<file path="config.mk">
export PLATFORM = sky130hd
export DESIGN_NAME = tempo_clock_follower_transport
export DESIGN_NICKNAME = d
export VERILOG_FILES = /design/src/hw/rtl/tcft_pkg.sv /design/src/hw/rtl/tempo_clock_follower_transport.sv
export SDC_FILE = /design/constraint.sdc
export NUM_CORES = 1
export LEC_CHECK = 0
export ABC_CLOCK_PERIOD_IN_PS = 11200
export BUFFER_PORTS_ARGS = -buffer_cell sky130_fd_sc_hd__buf_2
export CORE_UTILIZATION = 43
export CTS_CLUSTER_DIAMETER = 60
export DETAILED_ROUTE_END_ITERATION = 7
export GPL_TIMING_DRIVEN = 0
export HOLD_SLACK_MARGIN = 0.15
export PLACE_DENSITY = 0.56
export SYNTH_ARGS = -nofsm -noshare
export SYNTH_HDL_FRONTEND = slang
export SYNTH_SLANG_ARGS = --single-unit
</file>
<file path="constraint.sdc">
create_clock -name clk -period 11.2 [get_ports clk]
set_clock_uncertainty 0.15 [all_clocks]
set_input_delay 2.24 -clock clk [delete_from_list [all_inputs] [get_ports clk]]
set_output_delay 2.24 -clock clk [all_outputs]
set_load 0.05 [all_outputs]
</file>
<file path="src/hw/rtl/tcft_pkg.sv">
// Shared types and constants for the tempo clock follower transport.
package tcft_pkg;

  localparam int PHASE_BITS   = 16;
  localparam int INC_W        = 22;
  localparam int TICK_W       = INC_W + 1 - PHASE_BITS;
  localparam int BPM_W        = 10;
  localparam int KNOB_W       = 12;
  localparam int CFG_IDX_W    = 3;
  localparam int CFG_DATA_W   = 15;
  localparam int SEC_PER_MIN  = 60;
  localparam int EDGE_SAT_MUL = 8;

  localparam logic [INC_W-1:0] INC_MAX = {INC_W{1'b1}};

  localparam logic [1:0] CMD_STEP = 2'd0;
  localparam logic [1:0] CMD_EDGE = 2'd1;
  localparam logic [1:0] CMD_KNOB = 2'd2;

  localparam logic [CFG_IDX_W-1:0] REG_BPM_MIN   = 3'd0;
  localparam logic [CFG_IDX_W-1:0] REG_BPM_MAX   = 3'd1;
  localparam logic [CFG_IDX_W-1:0] REG_KNOB_THR  = 3'd2;
  localparam logic [CFG_IDX_W-1:0] REG_MAX_GAP   = 3'd3;
  localparam logic [CFG_IDX_W-1:0] REG_HOLD_STEP = 3'd4;

  typedef enum logic [2:0] {
    S_IDLE,
    S_MUL,
    S_SCALE,
    S_DIV,
    S_TICK,
    S_OUT
  } state_t;

endpackage

</file>
<file path="src/hw/rtl/tempo_clock_follower_transport.sv">
// Tempo clock follower transport: phase accumulator, clock sync and knob tempo.
//
//  channel  | ports                                   | role
//  ---------+-----------------------------------------+---------------------------
//  in_      | valid, ready, command, knob_position    | one command item
//  out_     | valid, ready, advanced .. tick_increment| one status item per input
//  cfg_     | valid, ready, index, data               | register write, always ready
//
// Control step: the playhead moves one tick at a time in S_TICK, up to 64 whole ticks.
// Knob or edge recompute: a bit-serial restoring divider, one quotient bit a cycle,
// after S_MUL and S_SCALE for a knob, and followed by S_OUT and the output register.
// Synchronous active-low reset; no clearing pass. in_ready is high only when idle;
// a stalled out_ready holds the finished item in the output register.
module tempo_clock_follower_transport
  import tcft_pkg::*;
#(
  parameter int TICKS_PER_BEAT = 48,
  parameter int LOOP_TICKS     = 768,
  parameter int CONTROL_RATE   = 3000
) (
  input  logic                  clk,
  input  logic                  rst_n,
  input  logic                  in_valid,
  output logic                  in_ready,
  input  logic [1:0]            in_command,
  input  logic [KNOB_W-1:0]     in_knob_position,
  output logic                  out_valid,
  input  logic                  out_ready,
  output logic                  out_advanced,
  output logic [9:0]            out_play_position,
  output logic                  out_beat_crossed,
  output logic                  out_loop_wrapped,
  output logic                  out_clock_following,
  output logic [INC_W-1:0]      out_tick_increment,
  input  logic                  cfg_valid,
  output logic                  cfg_ready,
  input  logic [CFG_IDX_W-1:0]  cfg_index,
  input  logic [CFG_DATA_W-1:0] cfg_data
);

  localparam int PH_W     = $clog2(LOOP_TICKS);
  localparam int OFF_W    = $clog2(TICKS_PER_BEAT);
  localparam int TPB_W    = $clog2(TICKS_PER_BEAT + 1);
  localparam int EDGE_SAT = CONTROL_RATE * EDGE_SAT_MUL;
  localparam int SSE_W    = $clog2(EDGE_SAT + 1);
  localparam int DEN_KNOB = SEC_PER_MIN * CONTROL_RATE;
  localparam int DEN_W    = ($clog2(DEN_KNOB + 1) > 15) ? $clog2(DEN_KNOB + 1) : 15;
  localparam int BT_W     = BPM_W + TPB_W;
  localparam int NUM_W    = BT_W + PHASE_BITS;
  localparam int CNT_W    = $clog2(NUM_W + 1);
  localparam int HALF_BEAT = TICKS_PER_BEAT / 2;

  // configuration
  logic [8:0]  bpm_min_r, bpm_max_r;
  logic [11:0] knob_thr_r;
  logic [14:0] max_gap_r, hold_steps_r;

  // transport state
  state_t                  state_r, state_nxt;
  logic [PHASE_BITS-1:0]   phase_r, phase_nxt;
  logic [INC_W-1:0]        inc_r, inc_nxt;
  logic [PH_W-1:0]         ph_r, ph_nxt;
  logic [OFF_W-1:0]        off_r, off_nxt;
  logic [SSE_W-1:0]        steps_r, steps_nxt;
  logic [14:0]             hold_r, hold_nxt;
  logic [KNOB_W-1:0]       last_knob_r, last_knob_nxt;
  logic                    known_r, known_nxt;
  logic [TICK_W-1:0]       ticks_r, ticks_nxt;
  logic                    adv_r, adv_nxt, beat_r, beat_nxt, wrap_r, wrap_nxt;

  // datapath
  logic [KNOB_W-1:0]       knob_r, knob_nxt;
  logic signed [22:0]      prod_r, prod_nxt;
  logic [NUM_W-1:0]        num_r, num_nxt;
  logic [DEN_W-1:0]        den_r, den_nxt, rem_r, rem_nxt;
  logic [CNT_W-1:0]        cnt_r, cnt_nxt;

  // output register
  logic                    out_valid_r, out_valid_nxt;
  logic                    out_adv_r, out_adv_nxt, out_beat_r, out_beat_nxt;
  logic                    out_wrap_r, out_wrap_nxt, out_follow_r, out_follow_nxt;
  logic [9:0]              out_pos_r, out_pos_nxt;
  logic [INC_W-1:0]        out_inc_r, out_inc_nxt;

  // combinational helpers
  logic [INC_W:0]          total;
  logic [PH_W-1:0]         ph_up;
  logic [OFF_W-1:0]        off_up;
  logic [KNOB_W-1:0]       knob_dist;
  logic signed [22:0]      knob_s, diff_s;
  logic signed [11:0]      scaled_s, bpm_s;
  logic [BPM_W-1:0]        bpm_u;
  logic [BT_W-1:0]         bpm_ticks;
  logic [DEN_W:0]          rem_sh;
  logic                    q_bit, gap_ok;

  assign cfg_ready = 1'b1;
  assign in_ready  = (state_r == S_IDLE);

  assign out_valid           = out_valid_r;
  assign out_advanced        = out_adv_r;
  assign out_play_position   = out_pos_r;
  assign out_beat_crossed    = out_beat_r;
  assign out_loop_wrapped    = out_wrap_r;
  assign out_clock_following = out_follow_r;
  assign out_tick_increment  = out_inc_r;

  always_ff @(posedge clk) begin
    if (!rst_n) begin
      bpm_min_r    <= 9'd40;
      bpm_max_r    <= 9'd240;
      knob_thr_r   <= 12'd32;
      max_gap_r    <= 15'd6000;
      hold_steps_r <= 15'd6000;
    end else if (cfg_valid && cfg_ready) begin
      unique case (cfg_index)
        REG_BPM_MIN:   bpm_min_r    <= cfg_data[8:0];
        REG_BPM_MAX:   bpm_max_r    <= cfg_data[8:0];
        REG_KNOB_THR:  knob_thr_r   <= cfg_data[11:0];
        REG_MAX_GAP:   max_gap_r    <= cfg_data;
        REG_HOLD_STEP: hold_steps_r <= cfg_data;
        default: ;
      endcase
    end
  end

  always_comb begin
    total     = {1'b0, inc_r} + (INC_W + 1)'(phase_r);
    ph_up     = (ph_r == PH_W'(LOOP_TICKS - 1)) ? '0 : ph_r + 1'b1;
    off_up    = ((ph_r == PH_W'(LOOP_TICKS - 1)) || (off_r == OFF_W'(TICKS_PER_BEAT - 1)))
                ? '0 : off_r + 1'b1;
    knob_dist = (in_knob_position > last_knob_r) ? in_knob_position - last_knob_r
                                                 : last_knob_r - in_knob_position;
    knob_s    = 23'(signed'({1'b0, knob_r}));
    diff_s    = 23'(signed'({1'b0, bpm_max_r}) - signed'({1'b0, bpm_min_r}));
    scaled_s  = signed'({prod_r[22], prod_r[22:12]});
    bpm_s     = scaled_s + signed'({3'b000, bpm_min_r});
    bpm_u     = bpm_s[11] ? '0 : bpm_s[BPM_W-1:0];
    bpm_ticks = BT_W'(bpm_u) * BT_W'(TICKS_PER_BEAT);
    rem_sh    = {rem_r, num_r[NUM_W-1]};
    q_bit     = (rem_sh >= {1'b0, den_r});
    gap_ok    = (steps_r != '0) && ({{15{1'b0}}, steps_r}
                 <= {{SSE_W{1'b0}}, max_gap_r});

    state_nxt     = state_r;
    phase_nxt     = phase_r;
    inc_nxt       = inc_r;
    ph_nxt        = ph_r;
    off_nxt       = off_r;
    steps_nxt     = steps_r;
    hold_nxt      = hold_r;
    last_knob_nxt = last_knob_r;
    known_nxt     = known_r;
    ticks_nxt     = ticks_r;
    adv_nxt       = adv_r;
    beat_nxt      = beat_r;
    wrap_nxt      = wrap_r;
    knob_nxt      = knob_r;
    prod_nxt      = prod_r;
    num_nxt       = num_r;
    den_nxt       = den_r;
    rem_nxt       = rem_r;
    cnt_nxt       = cnt_r;
    out_valid_nxt  = out_valid_r && !out_ready;
    out_adv_nxt    = out_adv_r;
    out_beat_nxt   = out_beat_r;
    out_wrap_nxt   = out_wrap_r;
    out_follow_nxt = out_follow_r;
    out_pos_nxt    = out_pos_r;
    out_inc_nxt    = out_inc_r;

    unique case (state_r)
      S_IDLE: begin
        if (in_valid) begin
          adv_nxt   = 1'b0;
          beat_nxt  = 1'b0;
          wrap_nxt  = 1'b0;
          state_nxt = S_OUT;
          unique case (in_command)
            CMD_STEP: begin
              if (steps_r < SSE_W'(EDGE_SAT)) steps_nxt = steps_r + 1'b1;
              if (hold_r != '0) hold_nxt = hold_r - 1'b1;
              if (inc_r != '0) begin
                phase_nxt = total[PHASE_BITS-1:0];
                ticks_nxt = total[INC_W:PHASE_BITS];
                if (total[INC_W:PHASE_BITS] != '0) begin
                  adv_nxt   = 1'b1;
                  state_nxt = S_TICK;
                end
              end
            end
            CMD_EDGE: begin
              if (gap_ok) begin
                num_nxt   = NUM_W'(TICKS_PER_BEAT) << PHASE_BITS;
                den_nxt   = DEN_W'(steps_r);
                rem_nxt   = '0;
                cnt_nxt   = CNT_W'(NUM_W);
                state_nxt = S_DIV;
                if (off_r != '0) begin
                  if (off_r > OFF_W'(HALF_BEAT)) begin
                    ph_nxt  = ph_up;
                    off_nxt = off_up;
                  end else begin
                    ph_nxt  = ph_r - 1'b1;
                    off_nxt = off_r - 1'b1;
                  end
                end
              end
              steps_nxt = '0;
              hold_nxt  = hold_steps_r;
            end
            CMD_KNOB: begin
              if (hold_r != '0) begin
                known_nxt = 1'b0;
              end else if (!known_r || (knob_dist >= knob_thr_r)) begin
                last_knob_nxt = in_knob_position;
                known_nxt     = 1'b1;
                knob_nxt      = in_knob_position;
                state_nxt     = S_MUL;
              end
            end
            default: ;
          endcase
        end
      end
      S_MUL: begin
        prod_nxt  = knob_s * diff_s;
        state_nxt = S_SCALE;
      end
      S_SCALE: begin
        num_nxt   = {bpm_ticks, {PHASE_BITS{1'b0}}};
        den_nxt   = DEN_W'(DEN_KNOB);
        rem_nxt   = '0;
        cnt_nxt   = CNT_W'(NUM_W);
        state_nxt = S_DIV;
      end
      S_DIV: begin
        if (cnt_r == '0) begin
          inc_nxt   = (num_r[NUM_W-1:INC_W] != '0) ? INC_MAX : num_r[INC_W-1:0];
          state_nxt = S_OUT;
        end else begin
          rem_nxt = q_bit ? DEN_W'(rem_sh - {1'b0, den_r}) : rem_sh[DEN_W-1:0];
          num_nxt = {num_r[NUM_W-2:0], q_bit};
          cnt_nxt = cnt_r - 1'b1;
        end
      end
      S_TICK: begin
        ph_nxt    = ph_up;
        off_nxt   = off_up;
        if (off_up == '0) beat_nxt = 1'b1;
        if (ph_up == '0) wrap_nxt = 1'b1;
        ticks_nxt = ticks_r - 1'b1;
        if (ticks_r == TICK_W'(1)) state_nxt = S_OUT;
      end
      S_OUT: begin
        if (!out_valid_r || out_ready) begin
          out_valid_nxt  = 1'b1;
          out_adv_nxt    = adv_r;
          out_beat_nxt   = beat_r;
          out_wrap_nxt   = wrap_r;
          out_follow_nxt = (hold_r != '0);
          out_pos_nxt    = 10'(ph_r);
          out_inc_nxt    = inc_r;
          state_nxt      = S_IDLE;
        end
      end
      default: state_nxt = S_IDLE;
    endcase
  end

  always_ff @(posedge clk) begin
    if (!rst_n) begin
      state_r     <= S_IDLE;
      phase_r     <= '0;
      inc_r       <= '0;
      ph_r        <= '0;
      off_r       <= '0;
      steps_r     <= '0;
      hold_r      <= '0;
      last_knob_r <= '0;
      known_r     <= 1'b0;
      ticks_r     <= '0;
      adv_r       <= 1'b0;
      beat_r      <= 1'b0;
      wrap_r      <= 1'b0;
      cnt_r       <= '0;
      out_valid_r <= 1'b0;
    end else begin
      state_r     <= state_nxt;
      phase_r     <= phase_nxt;
      inc_r       <= inc_nxt;
      ph_r        <= ph_nxt;
      off_r       <= off_nxt;
      steps_r     <= steps_nxt;
      hold_r      <= hold_nxt;
      last_knob_r <= last_knob_nxt;
      known_r     <= known_nxt;
      ticks_r     <= ticks_nxt;
      adv_r       <= adv_nxt;
      beat_r      <= beat_nxt;
      wrap_r      <= wrap_nxt;
      cnt_r       <= cnt_nxt;
      out_valid_r <= out_valid_nxt;
    end
  end

  always_ff @(posedge clk) begin
    knob_r       <= knob_nxt;
    prod_r       <= prod_nxt;
    num_r        <= num_nxt;
    den_r        <= den_nxt;
    rem_r        <= rem_nxt;
    out_adv_r    <= out_adv_nxt;
    out_beat_r   <= out_beat_nxt;
    out_wrap_r   <= out_wrap_nxt;
    out_follow_r <= out_follow_nxt;
    out_pos_r    <= out_pos_nxt;
    out_inc_r    <= out_inc_nxt;
  end

`ifndef NO_ASSERTIONS
  a_ph_range: assert property (@(posedge clk) disable iff (!rst_n)
    {1'b0, ph_r} < (PH_W + 1)'(LOOP_TICKS))
    else $error("playhead beyond loop length");

  a_off_range: assert property (@(posedge clk) disable iff (!rst_n)
    {1'b0, off_r} < (OFF_W + 1)'(TICKS_PER_BEAT))
    else $error("beat offset out of range");

  a_tick_nz: assert property (@(posedge clk) disable iff (!rst_n)
    (state_r == S_TICK) |-> (ticks_r != '0))
    else $error("tick loop entered with no ticks left");

  a_accept_busy: assert property (@(posedge clk) disable iff (!rst_n)
    (in_valid && in_ready) |=> (state_r != S_IDLE))
    else $error("accepted item did not leave idle");

  a_edge_hold: assert property (@(posedge clk) disable iff (!rst_n)
    (in_valid && in_ready && (in_command == CMD_EDGE))
    |=> ((hold_r == $past(hold_steps_r)) && (steps_r == '0)))
    else $error("edge did not restart stopwatch and hold");
`endif

endmodule

</file>
==> reports/qor.yml <==
critical_path:
  crit_path_start_kind: "flop"
  cp_max_fo: 10
  max_stage_delay_ns: 0.56
  worstPathArrival_ns: 8.06
  cp-end-kind: "flop"
  critPathKind: "flop to flop"
  r2r-start: "bpm_min_r[1]$_SDFFE_PN0P_"
  cp_slowest_cell: "o311ai_0"
  cpMostUsedCell: "fa_1"
  r2r_cells: 27
  required_ns: 11.33
  r2r_slack_ns: 3.27
  worstReg2RegEnd: "prod_r[21]$_DFFE_PP_"
placement:
  gp_congestion: 0.887
  placed_area_um2: 22300
  place_inst: 3042
  io_buffers: 74
  hpwl_um: 42700
floorplanning:
  die_y_um: 224
  row_count: 80
  io-pin-count: 76
  coreArea_um2: 48000
  dieArea_um2: 50000
  die-width_um: 224
  initial_core_util_pct: 43.9
grt:
  busiest_layer: "met2"
  antenna_found_initial: 5
  grt_max_degree: 39
  grt_pass1_vias: 16600
  grt_usage_pct: 22.2
  grt_util_met1_pct: 30.7
  met2_usage_pct: 36.7
  grt_pass1_wl_um: 88700
  grt_overflow_total: 0
  met3_usage_pct: 3.11
clock_tree:
  insertion_delay_ns: 0.55
  cts.path.max_buffers: 3
  post-cts-setup-buffers: 0
  ctsResizeCount: 0
  cts_made_buffers: 37
  cts_tree: "yes"
  cts_root_buffer: "clkbuf_16"
  clkSinkCount: 302
  ctsHoldBuffers: 0
  cts_max_level: 2
  path_clk_slew_ns: 0.06
hold_path:
  hold_class: "flop to flop"
  holdPathEnd: "out_loop_wrapped$_DFFE_PP_"
  min-delay-start: "wrap_r$_SDFFE_PN0P_"
  min_path_cells: 0
sta:
  fmax_ghz: 0.126
  rsz0062_at_grt: "false"
  slew_headroom_pct: 36.3
  final.setup.tns_ns: 0
  finalHoldViolations: 0
  min_period_ns: 7.93
  post-route-period-util_pct: 70.8
  worst_pin_slew_ns: 0.952
  setup_viol: 0
  drv_slew: 0
synth:
  yosys.area_share.adder_pct: 19.6
  yosysWarnings: 0
  synth_area_um2: 21100
  synth_top_family_by_area: "adder cells"
  synth_top_area_share_pct: 17.8
  synth_simple_gate_area_share_pct: 18.8
  synth_ff_type: "dfxtp_1"
  synth_cell_type_count: 95
  yosysTopAreaCell: "edfxtp_1"
  async_flop_share_pct: 0
  syn_avg_cell_area_um2: 8.98
  synth-xor-area-share_pct: 3.48
  synthTopCellsByArea: "edfxtp_1 18%, dfxtp_1 17%, ha_1 12%, fa_1 8.1%, nand2_1 5.1%"
  yosysSeqAreaShare_pct: 34.6
  syn_inst: 2350
  synth_edf_count: 125
  synth_compound_area_share_pct: 16.0
  ys_ff_latch: 302
  syn_nets: 2667
  yosys-mux-area-fraction_pct: 1.33
layout:
  drive_gt1_share_pct: 8.62
  syn_to_final_growth_pct: 11.6
  final_nets: 2783
  final_area_um2: 23600
  final_cells: 3112
detailed_routing:
  via_per_inst: 5.49
  postRouteAntennaNets: 0
  wl_per_cell_um: 17.7
  first_pass_iters: 5
  vias: 17100
  routed_wl_um: 55200
  dr.first_iter.drc_count: 1159
  drc: 0
power:
  leakage_nw: 10.0
  power.density_nw_per_um2: 209
  p_total_w: 0.00494
  ir_drop_mv: 0.127
outcome:
  status: "completed"
flow_run:
  drv_cap: 0
[power breakdown]
part	internal, W	switching (W)
logic	0.000864	0.00141
clock network	0.000736	0.000494
registers	0.00134	0.0000989
total	0.00294	0.00200
[per-layer routing]
metal	part of all wire, %	up-vias
li1	-	8460
met1	48	8186
met2	46	339
met3	4.5	88
met4	2.0	4
met5	0.051	-
[cell families (layout without fill, tap and decap cells)]
logic type	after synthesis	in the layout
buffers and inverters	343	488
and+or+nand+nor	808	808
xor gates and xnor gates	84	84
DFF	302	302
adders and majority gates	280	280
muxes	27	27
AOI/OAI and AO/OA	505	505
other	1	3
[critical path, delay by kind of cell (launching register included)]
family / cells / cell delay (ns)
compound gates: 11 / 2.57
xor+xnor: 1 / 0.15
fa+ha+maj: 7 / 3.31
buf+inv: 5 / 0.61
flops: 1 / 0.47
simple gates: 3 / 0.38
[registers in the layout (all words and copies together) (netlist names), 16 cells and up]
| name | count |
|---|---|
| den_r | 16 |
| out_tick_increment | 22 |
| inc_r | 22 |
| phase_r | 16 |
| num_r | 32 |
| rem_r | 18 |
[cells in the mapped netlist, types with 13 or more instances]
cell type	count
nor2_1	135
nand2b_1	34
clkbuf_1	99
nor3b_1	14
or3_1	16
a22oi_1	13
o21a_1	18
nand4_1	19
o221a_2	24
nor3_1	47
o211ai_1	22
xnor2_1	50
a21o_1	31
a31oi_1	19
nor2b_1	24
ha_1	195
nand3_1	70
and2_1	48
dfxtp_1	177
inv_1	227
a21oi_1	156
o21ai_0	88
nor4_1	21
and3_1	51
o31ai_1	26
a211oi_1	16
fa_1	85
mux2i_1	21
nand2_1	285
xor2_1	34
edfxtp_1	125
[area by class of cell]
type	count	area, um2
plain buffers	114	458
fillers	4570	24500
well taps	615	769
inverters	229	860
flip-flops and latches	302	7300
clock buffers	49	1040
repair buffers	77	407
multi-input cells	1705	12500
diodes	2	5.00
clock inverters	19	219
[through the flow]
stage	utilization [%]	setup slack, ns	hold slack, ns
after floorplan	-	4.18	0.253
after global placement	46.3	3.11	0.264
after detailed placement	46.4	3.25	0.262
after CTS	49.0	3.21	0.271
after global routing	49.0	2.63	0.283
final	49.0	3.27	0.268
[cells in the final DEF (no fill, tap or decap), drive strengths merged, types with 9 or more instances in the layout]
cell type  synthesis  final
o21ai             94     94
o221a             24     24
fa                85     85
a21boi            14     14
a22oi             13     13
nand4             19     19
inv              228    231
a31oi             22     22
nand2b            34     34
and3              52     52
o31ai             28     28
buf               14     91
edfxtp           125    125
a211oi            17     17
and2              48     48
o211ai            23     23
or3               16     16
dfxtp            177    177
nor2             137    137
o21a              18     18
mux2i             21     21
xor2              34     34
nor4              22     22
nand2            285    285
a21oi            157    157
nand3             70     70
nor3b             15     15
nor2b             24     24
or2                9      9
ha               195    195
clkbuf           100    149
a21o              31     31
xnor2             50     50
clkinv             1     10
nor3              49     49
[how the worst max path moves through the flow]
stage          cells past startpoint                    to                 startpoint
2_1_floorplan                     27  prod_r[21]$_DFFE_PP_  bpm_max_r[0]$_SDFFE_PN0P_
3_3_place_gp                      20   knob_r[0]$_DFFE_PP_        in_knob_position[0]
3_5_place_dp                      27  prod_r[21]$_DFFE_PP_  bpm_min_r[1]$_SDFFE_PN0P_
4_1_cts                           27  prod_r[21]$_DFFE_PP_  bpm_min_r[1]$_SDFFE_PN0P_
5_1_grt                           27  prod_r[21]$_DFFE_PP_  bpm_min_r[1]$_SDFFE_PN0P_
6_report                          27  prod_r[21]$_DFFE_PP_  bpm_min_r[1]$_SDFFE_PN0P_
Power figures use the tool's default switching activity.
